==> src/design/ywr_pkg.sv <==
// Shared types and constants for the planar 4:2:0 to packed 4:2:2 writer.
`default_nettype none
package ywr_pkg;

	localparam int MAX_WIDTH    = 2048;
	localparam int PITCH_ALIGN  = 32;
	localparam int PITCH_SHIFT  = $clog2(PITCH_ALIGN);
	localparam int HEIGHT_LIMIT = 2048;

	localparam int DIM_W   = 12;
	localparam int GEO_W   = 14;
	localparam int COL_W   = 10;
	localparam int ROW_W   = 11;
	localparam int ADDR_W  = 24;
	localparam int BYTE_W  = 8;
	localparam int STORE_DEPTH = 1 << COL_W;

	localparam int QUEUE_DEPTH = 4;
	localparam int QPTR_W      = $clog2(QUEUE_DEPTH);

	localparam int PADDR_W = 4;
	localparam int PDATA_W = 32;

	localparam logic [DIM_W-1:0]  WIDTH_RESET     = DIM_W'(720);
	localparam logic [DIM_W-1:0]  HEIGHT_RESET    = DIM_W'(576);
	localparam logic [ADDR_W-1:0] BASE_ADDR_RESET = '0;

	typedef enum logic [1:0] {
		REG_WIDTH     = 2'd0,
		REG_HEIGHT    = 2'd1,
		REG_BASE_ADDR = 2'd2
	} reg_idx_t;

	typedef struct packed {
		logic [BYTE_W-1:0] luma_first;
		logic [BYTE_W-1:0] luma_second;
		logic [BYTE_W-1:0] chroma_red;
		logic [BYTE_W-1:0] chroma_blue;
	} in_item_t;

	typedef struct packed {
		logic [31:0]       packed_word;
		logic [ADDR_W-1:0] word_addr;
		logic              frame_end;
	} out_item_t;

	typedef struct packed {
		logic [DIM_W-1:0]  src_width;
		logic [DIM_W-1:0]  src_height;
		logic [ADDR_W-1:0] base_word_addr;
	} cfg_t;

	// One classified request between the front and the back.
	typedef struct packed {
		logic [BYTE_W-1:0] luma0;
		logic [BYTE_W-1:0] luma1;
		logic [BYTE_W-1:0] cr;
		logic [BYTE_W-1:0] cb;
		logic [COL_W-1:0]  slot;
		logic              odd_row;
		logic [ADDR_W-1:0] word_addr;
		logic              frame_end;
	} req_t;

endpackage
`default_nettype wire

==> src/design/ywr_queue.sv <==
// Short request queue between the front and the back.
`default_nettype none
module ywr_queue (
	input  logic           clk,
	input  logic           arst_n,
	input  logic           push,
	input  ywr_pkg::req_t  push_data,
	output logic           full,
	input  logic           pop,
	output ywr_pkg::req_t  head,
	output logic           empty
);
	import ywr_pkg::*;

	req_t              slots_q [QUEUE_DEPTH];
	logic [QPTR_W-1:0] wr_ptr_q;
	logic [QPTR_W-1:0] rd_ptr_q;
	logic [QPTR_W:0]   count_q;

	assign full  = count_q == (QPTR_W+1)'(QUEUE_DEPTH);
	assign empty = count_q == '0;
	assign head  = slots_q[rd_ptr_q];

	always_ff @(posedge clk) begin
		if (push)
			slots_q[wr_ptr_q] <= push_data;
	end

	always_ff @(posedge clk or negedge arst_n) begin
		if (!arst_n) begin
			wr_ptr_q <= '0;
			rd_ptr_q <= '0;
			count_q  <= '0;
		end else begin
			if (push)
				wr_ptr_q <= wr_ptr_q + QPTR_W'(1);
			if (pop)
				rd_ptr_q <= rd_ptr_q + QPTR_W'(1);
			case ({push, pop})
				2'b10:   count_q <= count_q + (QPTR_W+1)'(1);
				2'b01:   count_q <= count_q - (QPTR_W+1)'(1);
				default: count_q <= count_q;
			endcase
		end
	end

`ifndef NO_ASSERTIONS
	a_no_overflow: assert property (@(posedge clk) disable iff (!arst_n)
		push |-> !full)
		else $error("push into full queue");

	a_no_underflow: assert property (@(posedge clk) disable iff (!arst_n)
		pop |-> !empty)
		else $error("pop from empty queue");

	a_count_bound: assert property (@(posedge clk) disable iff (!arst_n)
		count_q <= (QPTR_W+1)'(QUEUE_DEPTH))
		else $error("queue count out of range");
`endif

endmodule
`default_nettype wire

==> config.mk <==
export PLATFORM = sky130hd
export DESIGN_NAME = ywr_queue
export DESIGN_NICKNAME = d
export VERILOG_FILES = /design/src/design/ywr_pkg.sv /design/src/design/ywr_queue.sv
export SDC_FILE = /design/constraint.sdc
export NUM_CORES = 1
export LEC_CHECK = 0
export BUFFER_PORTS_ARGS = -buffer_cell sky130_fd_sc_hd__buf_2
export CORE_MARGIN = 8
export CORE_UTILIZATION = 57
export DETAILED_ROUTE_END_ITERATION = 8
export GPL_ROUTABILITY_DRIVEN = 0
export GPL_TIMING_DRIVEN = 1
export PLACE_DENSITY = 0.86
export SLEW_MARGIN = 20
export SYNTH_ARGS = -nofsm -noshare
export SYNTH_HDL_FRONTEND = slang
export SYNTH_SLANG_ARGS = --single-unit
==> constraint.sdc <==
create_clock -name clk -period 3 [get_ports clk]
set_clock_uncertainty 0.1 [all_clocks]
set_input_delay 0.3 -clock clk [delete_from_list [all_inputs] [get_ports clk]]
set_output_delay 0.3 -clock clk [all_outputs]
set_load 0.01 [all_outputs]
==> key figures <==
Floorplan
  – DIE WIDTH: 150 um
  – Row cnt: 49
  – IO Pins: 142
  – Core footprint: 0.0178 mm2
  – Die area: 0.0226 mm2
  – Initial Util: 0.577
  – Die Height: 150 um

Synth
  – Cell Area, Synth: 0.0103 mm2
  – Mapped Cells: 393
  – Synthesized area per cell: 26.2 um2
  – Synth cell types: 18
  – Leading area contributor after synthesis: edfxtp_1
  – Syn nets: 471
  – Post-synthesis sequential area ratio: 0.811
  – Top cells by area, synth: edfxtp_1 (79%), mux4_2 (15%), dfrtp_1 (1.7%), buf_12 (1.4%), ha_1 (0.61%)
  – FF+latch count, synth: 279
  – Synth top area share: 0.794
  – Synth warn: 0

STA
  – Slew Viols, Final: 0
  – Setup TNS: 0 ns
  – Final setup vio count: 0
  – Hold WS: 0.0579 ns
  – Slew at the pin closest to its max-slew limit: 0.653 ns
  – Tcrit/Tclk final: 0.888
  – Fmax: 375 MHz
  – Tmin final: 2.66 ns
  – RSZ-0062 raised after global routing: no
  – Worst slew margin: 0.564
  – Setup ws final: 0.336 ns
  – Final Hold Viols: 0

Power and ir drop
  – Clk pwr share: 0.260
  – Sw Ratio: 0.287
  – Comb power frac: 0.286
  – Internal: 8.49 mW
  – Pwr dens: 932 mW/mm2
  – Part of the power in registers: 0.454
  – NetSw: 3.42 mW
  – Maximum vdd drop: 0.606 mV
  – Leak: 4.46 nW
  – Design Power: 11.9 mW

Placed design
  – Worst slack, placed: 0.826 ns
  – # port buffers: 141
  – Detailed Place HPWL: 11300 um
  – Placed Area: 0.0112 mm2
  – Inst Count DP: 754

Clocking
  – Hold buffers post-CTS: 71
  – H-tree depth: 1
  – Postcts setup bufs: 0
  – Worst skew pair latency: 0.52 ns
  – Inserted Clock Buffers: 28
  – Post-CTS sizing: 0
  – CTS tree: yes
  – CTS Sinks: 279
  – Clock-pin slew on the worst setup and hold paths: 0.06 ns
  – Clk buf depth: 3
  – Root buffer cell: clkbuf_16

Drt
  – Via density: 5.60
  – DR pass1 iterations: 4
  – Routed vias: 4902
  – DRC: 0
  – Post-DR wirelength/cell: 22.9 um
  – Initial DRC count: 270
  – Detail Route Antenna Nets: 0
  – Total wire length: 20100 um

Job
  – Max-Cap Viols: 0

Global route
  – First-pass GRT wire length: 30600 um
  – Number of global-route vias before repair: 5435
  – Layer with the highest usage: met2
  – Met3 Usage GRT: 0.0463
  – Largest net degree at the start of global routing: 40
  – Antenna violations before repair: 0
  – Grt total ovfl: 0
  – Total track usage: 0.180
  – Met1 Use GR: 0.224
  – GR Util met2: 0.309

Finish
  – Fin area: 0.0128 mm2
  – Post-Route Utilization: 0.716
  – Commonest non-fill, non-tap cell in the layout: edfxtp_1
  – Most frequent cells in the layout: edfxtp_1 (272), buf_2 (141), dlygate4sd3_1 (71), mux4_2 (68), clkbuf_16 (29)
  – Layout cells sized above 1: 0.399
  – Fin cells: 876
  – Area delta synth->final: 24.2%
  – N_diodes: 0
  – Layout fillers: 1012
  – FF+latch area: 0.00835 mm2
  – Fin nets: 704
  – Multi-input gate area: 0.00174 mm2

Worst hold path
  – Hold crit path type: in2async

Worst setup path
  – Worst endpoint required time: 2.60 ns
  – Worst EP arrival: 2.26 ns
  – CP max FO: 33
  – Worst setup EP type: output port
  – Critical path type: reg2out
  – CP startpoint kind: flop

Run status
  – Status: complete, no violations
[worst paths after layout]
path                               startpoint              to  depth (start not counted)  slack [ns]
worst max register to register    wr_ptr_q[0]  slots_q[2][66]                          4        1.06
worst min-delay path                   arst_n     wr_ptr_q[1]                          2        0.06
worst max-delay path              rd_ptr_q[0]         head[4]                          3        0.34
worst min register to register     count_q[0]      count_q[0]                          1        0.44
max in group asynchronous              arst_n     rd_ptr_q[1]                          2        2.55
min in group clk                push_data[30]  slots_q[1][30]                          2        0.42
[synthesized netlist by cell type]
| cell type | count |
|---|---|
| mux4_2 | 68 |
| xor2_1 | 4 |
| nor3_1 | 1 |
| o21ai_0 | 2 |
| nand2_1 | 3 |
| buf_4 | 1 |
| buf_12 | 7 |
| and2_1 | 4 |
| buf_6 | 1 |
| buf_2 | 7 |
| fa_1 | 1 |
| ha_1 | 5 |
| and3_1 | 1 |
| inv_1 | 6 |
| nor2_1 | 1 |
| dfrtp_1 | 7 |
| xnor2_1 | 2 |
| edfxtp_1 | 272 |
[sequential cells by signal, indices dropped and copies added (netlist names)]
signal    count
slots_q     272
count_q       3
rd_ptr_q      2
wr_ptr_q      2
[worst max-delay path, stage by stage, from the launching register on]
cell,delay [ns]
dfrtp_4,0.42
buf_4,0.54
mux4_2,0.61
buf_2,0.17
[power groups by stage]
stage	Clock [mW]	Combinational [mW]	Sequential [mW]
finish	3.10	3.40	5.40
CTS	3.16	3.49	5.41
global placement	0	3.33	5.42
detailed placement	0	3.38	5.48
floorplan	0	2.41	5.33
global route	3.31	3.69	5.46
[area by class of cell]
| class | instances | area share |
|---|---|---|
| repair buffers | 219 | 0.121 |
| flip-flops and latches | 279 | 0.654 |
| clock buffers | 34 | 0.0583 |
| multi-input cells | 92 | 0.136 |
| clock inverters | 17 | 0.00676 |
| well taps | 229 | 0.0224 |
| inverters | 6 | 0.00176 |
[logic make-up after synthesis]
group           count (synthesis)  share of synthesized area
flops                         279                      0.811
mux                            68                      0.149
simple gates                   10                    0.00499
xor+xnor                        6                    0.00511
fa+ha+maj                       6                    0.00803
compound gates                  2                   0.000973
buf+inv                        22                     0.0210
[layer usage]
metal / wire length, um / share of wire
met4: 350 / 0.017
met3: 1730 / 0.086
met2: 10400 / 0.52
met5: 0 / 0
met1: 7560 / 0.38
Power figures use the tool's default switching activity.
