`config.mk`:
```
export PLATFORM = sky130hd
export DESIGN_NAME = ywr_front
export DESIGN_NICKNAME = d
export VERILOG_FILES = /design/src/design/ywr_pkg.sv /design/src/design/ywr_front.sv
export SDC_FILE = /design/constraint.sdc
export NUM_CORES = 1
export LEC_CHECK = 0
export ABC_AREA = 1
export BUFFER_PORTS_ARGS = -buffer_cell sky130_fd_sc_hd__buf_4
export CAP_MARGIN = 20
export CORE_ASPECT_RATIO = 0.5
export CORE_MARGIN = 2
export CORE_UTILIZATION = 50
export CTS_CLUSTER_DIAMETER = 100
export DETAILED_ROUTE_END_ITERATION = 10
export GPL_TIMING_DRIVEN = 0
export PLACE_DENSITY = 0.77
export REMOVE_ABC_BUFFERS = 1
export SYNTH_ARGS = -nofsm -noshare
export SYNTH_HDL_FRONTEND = slang
export SYNTH_SLANG_ARGS = --single-unit
```
`constraint.sdc`:
```
create_clock -name clk -period 5.85 [get_ports clk]
set_clock_uncertainty 0.05 [all_clocks]
set_input_delay 0.2925 -clock clk [delete_from_list [all_inputs] [get_ports clk]]
set_output_delay 0.2925 -clock clk [all_outputs]
set_load 0.005 [all_outputs]
```
`src/design/ywr_pkg.sv`:
```
// Shared types and constants for the planar 4:2:0 to packed 4:2:2 writer.
`default_nettype none
package ywr_pkg;

	localparam int MAX_WIDTH    = 2048;
	localparam int PITCH_ALIGN  = 32;
	localparam int PITCH_SHIFT  = $clog2(PITCH_ALIGN);
	localparam int HEIGHT_LIMIT = 2048;

	localparam int DIM_W   = 12;
	localparam int GEO_W   = 14;
	localparam int COL_W   = 10;
	localparam int ROW_W   = 11;
	localparam int ADDR_W  = 24;
	localparam int BYTE_W  = 8;
	localparam int STORE_DEPTH = 1 << COL_W;

	localparam int QUEUE_DEPTH = 4;
	localparam int QPTR_W      = $clog2(QUEUE_DEPTH);

	localparam int PADDR_W = 4;
	localparam int PDATA_W = 32;

	localparam logic [DIM_W-1:0]  WIDTH_RESET     = DIM_W'(720);
	localparam logic [DIM_W-1:0]  HEIGHT_RESET    = DIM_W'(576);
	localparam logic [ADDR_W-1:0] BASE_ADDR_RESET = '0;

	typedef enum logic [1:0] {
		REG_WIDTH     = 2'd0,
		REG_HEIGHT    = 2'd1,
		REG_BASE_ADDR = 2'd2
	} reg_idx_t;

	typedef struct packed {
		logic [BYTE_W-1:0] luma_first;
		logic [BYTE_W-1:0] luma_second;
		logic [BYTE_W-1:0] chroma_red;
		logic [BYTE_W-1:0] chroma_blue;
	} in_item_t;

	typedef struct packed {
		logic [31:0]       packed_word;
		logic [ADDR_W-1:0] word_addr;
		logic              frame_end;
	} out_item_t;

	typedef struct packed {
		logic [DIM_W-1:0]  src_width;
		logic [DIM_W-1:0]  src_height;
		logic [ADDR_W-1:0] base_word_addr;
	} cfg_t;

	// One classified request between the front and the back.
	typedef struct packed {
		logic [BYTE_W-1:0] luma0;
		logic [BYTE_W-1:0] luma1;
		logic [BYTE_W-1:0] cr;
		logic [BYTE_W-1:0] cb;
		logic [COL_W-1:0]  slot;
		logic              odd_row;
		logic [ADDR_W-1:0] word_addr;
		logic              frame_end;
	} req_t;

endpackage
`default_nettype wire

```
`src/design/ywr_front.sv`:
```
// Front: accepts pixel groups, tracks raster position and computes addresses.
`default_nettype none
module ywr_front (
	input  logic                          clk,
	input  logic                          arst_n,
	input  logic                          in_valid,
	output logic                          in_stall,
	input  ywr_pkg::in_item_t             in_data,
	input  ywr_pkg::cfg_t                 cfg,
	input  logic                          base_wr,
	input  logic [ywr_pkg::ADDR_W-1:0]    base_new,
	output logic                          push,
	output ywr_pkg::req_t                 push_data,
	input  logic                          q_full
);
	import ywr_pkg::*;

	logic [COL_W-1:0]  col_q;
	logic [ROW_W-1:0]  row_q;
	logic [ADDR_W-1:0] line_start_q;

	logic [GEO_W-1:0] fw;
	logic [GEO_W-1:0] w_clamp;
	logic [GEO_W-1:0] w;
	logic [GEO_W-1:0] groups;
	logic [GEO_W-1:0] pitch;
	logic [GEO_W-1:0] line_words;
	logic [DIM_W-1:0] h_clamp;
	logic [DIM_W-1:0] h;
	logic [COL_W:0]   col_inc;
	logic [ROW_W:0]   row_inc;
	logic             row_end;
	logic             frm_end;
	logic             accept;

	assign fw      = GEO_W'(cfg.src_width);
	assign w_clamp = (fw < GEO_W'(2)) ? GEO_W'(2) :
	                 (fw > GEO_W'(MAX_WIDTH)) ? GEO_W'(MAX_WIDTH) : fw;
	assign w       = {w_clamp[GEO_W-1:1], 1'b0};
	assign groups  = w >> 1;
	assign pitch   = ((w + GEO_W'(PITCH_ALIGN - 1)) >> PITCH_SHIFT) << PITCH_SHIFT;
	assign line_words = groups + ((pitch - w) >> 1);

	assign h_clamp = (cfg.src_height < DIM_W'(2)) ? DIM_W'(2) :
	                 (cfg.src_height > DIM_W'(HEIGHT_LIMIT)) ? DIM_W'(HEIGHT_LIMIT) :
	                 cfg.src_height;
	assign h       = {h_clamp[DIM_W-1:1], 1'b0};

	assign col_inc = {1'b0, col_q} + (COL_W+1)'(1);
	assign row_inc = {1'b0, row_q} + (ROW_W+1)'(1);
	assign row_end = GEO_W'(col_inc) >= groups;
	assign frm_end = row_end && (DIM_W'(row_inc) >= h);

	assign in_stall = q_full;
	assign accept   = in_valid && !q_full;
	assign push     = accept;

	always_comb begin
		push_data.luma0     = in_data.luma_first;
		push_data.luma1     = in_data.luma_second;
		push_data.cr        = in_data.chroma_red;
		push_data.cb        = in_data.chroma_blue;
		push_data.slot      = col_q;
		push_data.odd_row   = row_q[0];
		push_data.word_addr = line_start_q + ADDR_W'(col_q);
		push_data.frame_end = frm_end;
	end

	always_ff @(posedge clk or negedge arst_n) begin
		if (!arst_n) begin
			col_q        <= '0;
			row_q        <= '0;
			line_start_q <= BASE_ADDR_RESET;
		end else if (accept) begin
			if (row_end) begin
				col_q <= '0;
				if (frm_end) begin
					row_q        <= '0;
					line_start_q <= cfg.base_word_addr;
				end else begin
					row_q        <= row_inc[ROW_W-1:0];
					line_start_q <= line_start_q + ADDR_W'(line_words);
				end
			end else begin
				col_q <= col_inc[COL_W-1:0];
			end
		end else if (base_wr && col_q == '0 && row_q == '0) begin
			// new base applies at once only before the first group of a frame
			line_start_q <= base_new;
		end
	end

`ifndef NO_ASSERTIONS
	a_frame_wraps: assert property (@(posedge clk) disable iff (!arst_n)
		accept && frm_end |=> col_q == '0 && row_q == '0)
		else $error("counters not cleared after frame end");

	a_row_clears_col: assert property (@(posedge clk) disable iff (!arst_n)
		accept && row_end |=> col_q == '0)
		else $error("column not cleared at row end");

	a_hold_when_idle: assert property (@(posedge clk) disable iff (!arst_n)
		!accept |=> $stable(col_q) && $stable(row_q))
		else $error("raster position moved without a request");
`endif

endmodule
`default_nettype wire

```
==> impl_metrics.json <==
{
  "status": "completed",
  "die_h_um": 82.9,
  "drv_slew": 0,
  "arrival_ns": 5.43,
  "grt_usage_pct": 27.6,
  "core_area_um2": 12000,
  "cts_tree": "yes",
  "synth.distinct_cells": 48,
  "tightest_slew_ns": 0.976,
  "crit_type": "primary input to register",
  "drive_gt1_share_pct": 16.8,
  "slew_headroom_pct": 34.8,
  "fin_total_pwr_w": 0.00363,
  "netlist_area_um2": 6220,
  "syn_inst": 925,
  "syn_avg_cell_area_um2": 6.73,
  "fillers": 1175,
  "hold_viol": 0,
  "cts_setup_buffers": 0,
  "final_cell_mix": "nand2_1 (170), inv_1 (132), buf_4 (114)",
  "nets": 1171,
  "viasPerCell": 5.58,
  "boundaryPins": 179,
  "dp_hpwl_um": 14600,
  "cts.path.max_buffers": 2,
  "reg2reg_depth": 18,
  "post-route-drc-count": 0,
  "dr.first_iter.drc_count": 586,
  "cts_made_buffers": 5,
  "port_buffers": 114,
  "grt_pass1_wl_um": 30400,
  "post_drt_wl_per_cell_um": 16.2,
  "yosysWarnings": 0,
  "post-route-period-util_pct": 89.8,
  "diodes": 0,
  "ys_seq_area_share_pct": 18.1,
  "path_clk_slew_ns": 0.08,
  "die_w_um": 162,
  "setup_viol": 0,
  "holdWs_ns": 0.230,
  "crit_path_max_fanout": 11,
  "grt_pass1_vias": 6111,
  "antenna_found_initial": 0,
  "fmax_ghz": 0.190,
  "rows": 28,
  "dr.pass1.iters": 5,
  "setup_tns_ns": 0,
  "cts_root_buf": "clkbuf_16",
  "grt_setup_unrepaired": "no",
  "cts-htree-levels": 2,
  "fin_crit_ns": 5.25,
  "grt_max_degree": 46,
  "crit_path_top_delay_cell": "o21ai_0",
  "vdd_drop_max_mv": 0.227,
  "min_path_cells": 3,
  "maxCapViolCount": 0,
  "p_leak_nw": 3.72,
  "clock-sinks": 45,
  "insertion_delay_ns": 0.30,
  "die_area_um2": 13400,
  "hp-class": "primary input to register",
  "end_kind": "register",
  "power.density_nw_per_um2": 511,
  "worstPathRequired_ns": 6.03,
  "synth_seq_cells": 45,
  "initial_core_util_pct": 52.0,
  "place_inst": 1149,
  "drt-total-wl_um": 18800,
  "reg2reg_slack_ns": 1.33,
  "stdcell_count": 1158,
  "syn2layout_area_growth_pct": 14.1,
  "place_congestion": 0.973,
  "final_common_cell": "nand2_1",
  "cts_resized": 0,
  "crit_path_start_kind": "primary input",
  "cpPeakStageDelay_ns": 0.62,
  "drtAntennaViolNets": 0,
  "grt_overflow": 0,
  "ctsHoldBuffers": 1,
  "dr_total_vias": 6463
}
-- stage by stage --
stage | util [%] | cell area (um^2) | setup WS, ns
3_3_place_gp | 57.8 | 6920 | 0.451
5_1_grt | 59.3 | 7100 | 0.107
4_1_cts | 59.3 | 7100 | 0.671
3_5_place_dp | 57.8 | 6920 | 0.411
6_report | 59.3 | 7100 | 0.597
2_1_floorplan | - | 5860 | 1.32
-- cell type report --
cell class                      instances  area (um^2)  share of cell area (%)
Clock inverter                          2         38.8                   0.546
Clock buffer                            6          129                    1.81
Sequential cell                        45         1130                    15.9
Tap cell                              165          206                    2.91
Inverter                              138          518                    7.30
Multi-Input combinational cell        687         4220                    59.4
Timing Repair Buffer                  115          866                    12.2
-- worst max-delay path, delay by kind of cell --
kind	cells	cell delay, ns
buffers and inverters	2	0.21
adders and majority gates	4	1.39
AOI/OAI and AO/OA	3	0.94
and+or+nand+nor	18	2.17
xor gates and xnor gates	1	0.41
-- sequential cells by signal (all words and copies together) (netlist names) --
register      flops
col_q            10
row_q            11
line_start_q     24
-- where the power goes --
group          internal (W)  switching [W]
clock              0.000203       0.000135
sequential         0.000458       0.000226
combinational       0.00109        0.00152
-- final timing paths --
check                            startpoint                to
min in group asynchronous            arst_n          row_q[7]
max in group asynchronous            arst_n          col_q[6]
setup reg to reg                   row_q[0]  line_start_q[13]
hold reg to reg            line_start_q[23]  line_start_q[23]
hold / removal                 base_new[17]  line_start_q[17]
setup / recovery                    cfg[46]  line_start_q[22]
-- cells in the mapped netlist (all sizes together) --
| master | n | area share, % |
|---|---|---|
| o21a | 2 | 0.24 |
| o21bai | 5 | 0.72 |
| fa | 9 | 2.9 |
| xor2 | 46 | 6.5 |
| ha | 61 | 12 |
| a21o | 2 | 0.24 |
| clkbuf | 9 | 0.54 |
| a211oi | 1 | 0.12 |
| nor4 | 5 | 0.60 |
| o22ai | 15 | 1.5 |
| a22oi | 12 | 1.4 |
| o31ai | 1 | 0.12 |
| nand4 | 16 | 1.6 |
| xnor2 | 12 | 1.7 |
| nand3b | 14 | 1.7 |
| a21boi | 1 | 0.18 |
| a31oi | 1 | 0.10 |
| nor3 | 19 | 1.8 |
| a21oi | 78 | 6.4 |
| dfrtp | 45 | 18 |
| buf | 46 | 5.3 |
| nand3 | 69 | 5.8 |
| and2 | 2 | 0.24 |
| o21ai | 36 | 3.0 |
| or4 | 1 | 0.12 |
| nor2 | 86 | 5.7 |
| or2 | 5 | 0.50 |
| inv | 138 | 8.3 |
| nand2 | 188 | 12 |
-- metal layers --
layer  wire length, um  global-route usage [%]  vias up  share of wire (%)
li1                  -                       -     3135                  -
met2              7690                    41.1      289                 41
met4               263                    4.91        2                1.4
met3              1880                    7.94       30                 10
met5                42                    3.41        -               0.22
met1              8880                    39.6     3007                 47
-- kinds of logic after synthesis --
family,synth area share [%]
DFF,18.1
and+or+nand+nor,30.3
buffers and inverters,14.2
AOI/OAI and AO/OA,14.1
adders and majority gates,15.2
xor gates and xnor gates,8.16
Note: power is estimated with default switching activity, not from simulation.
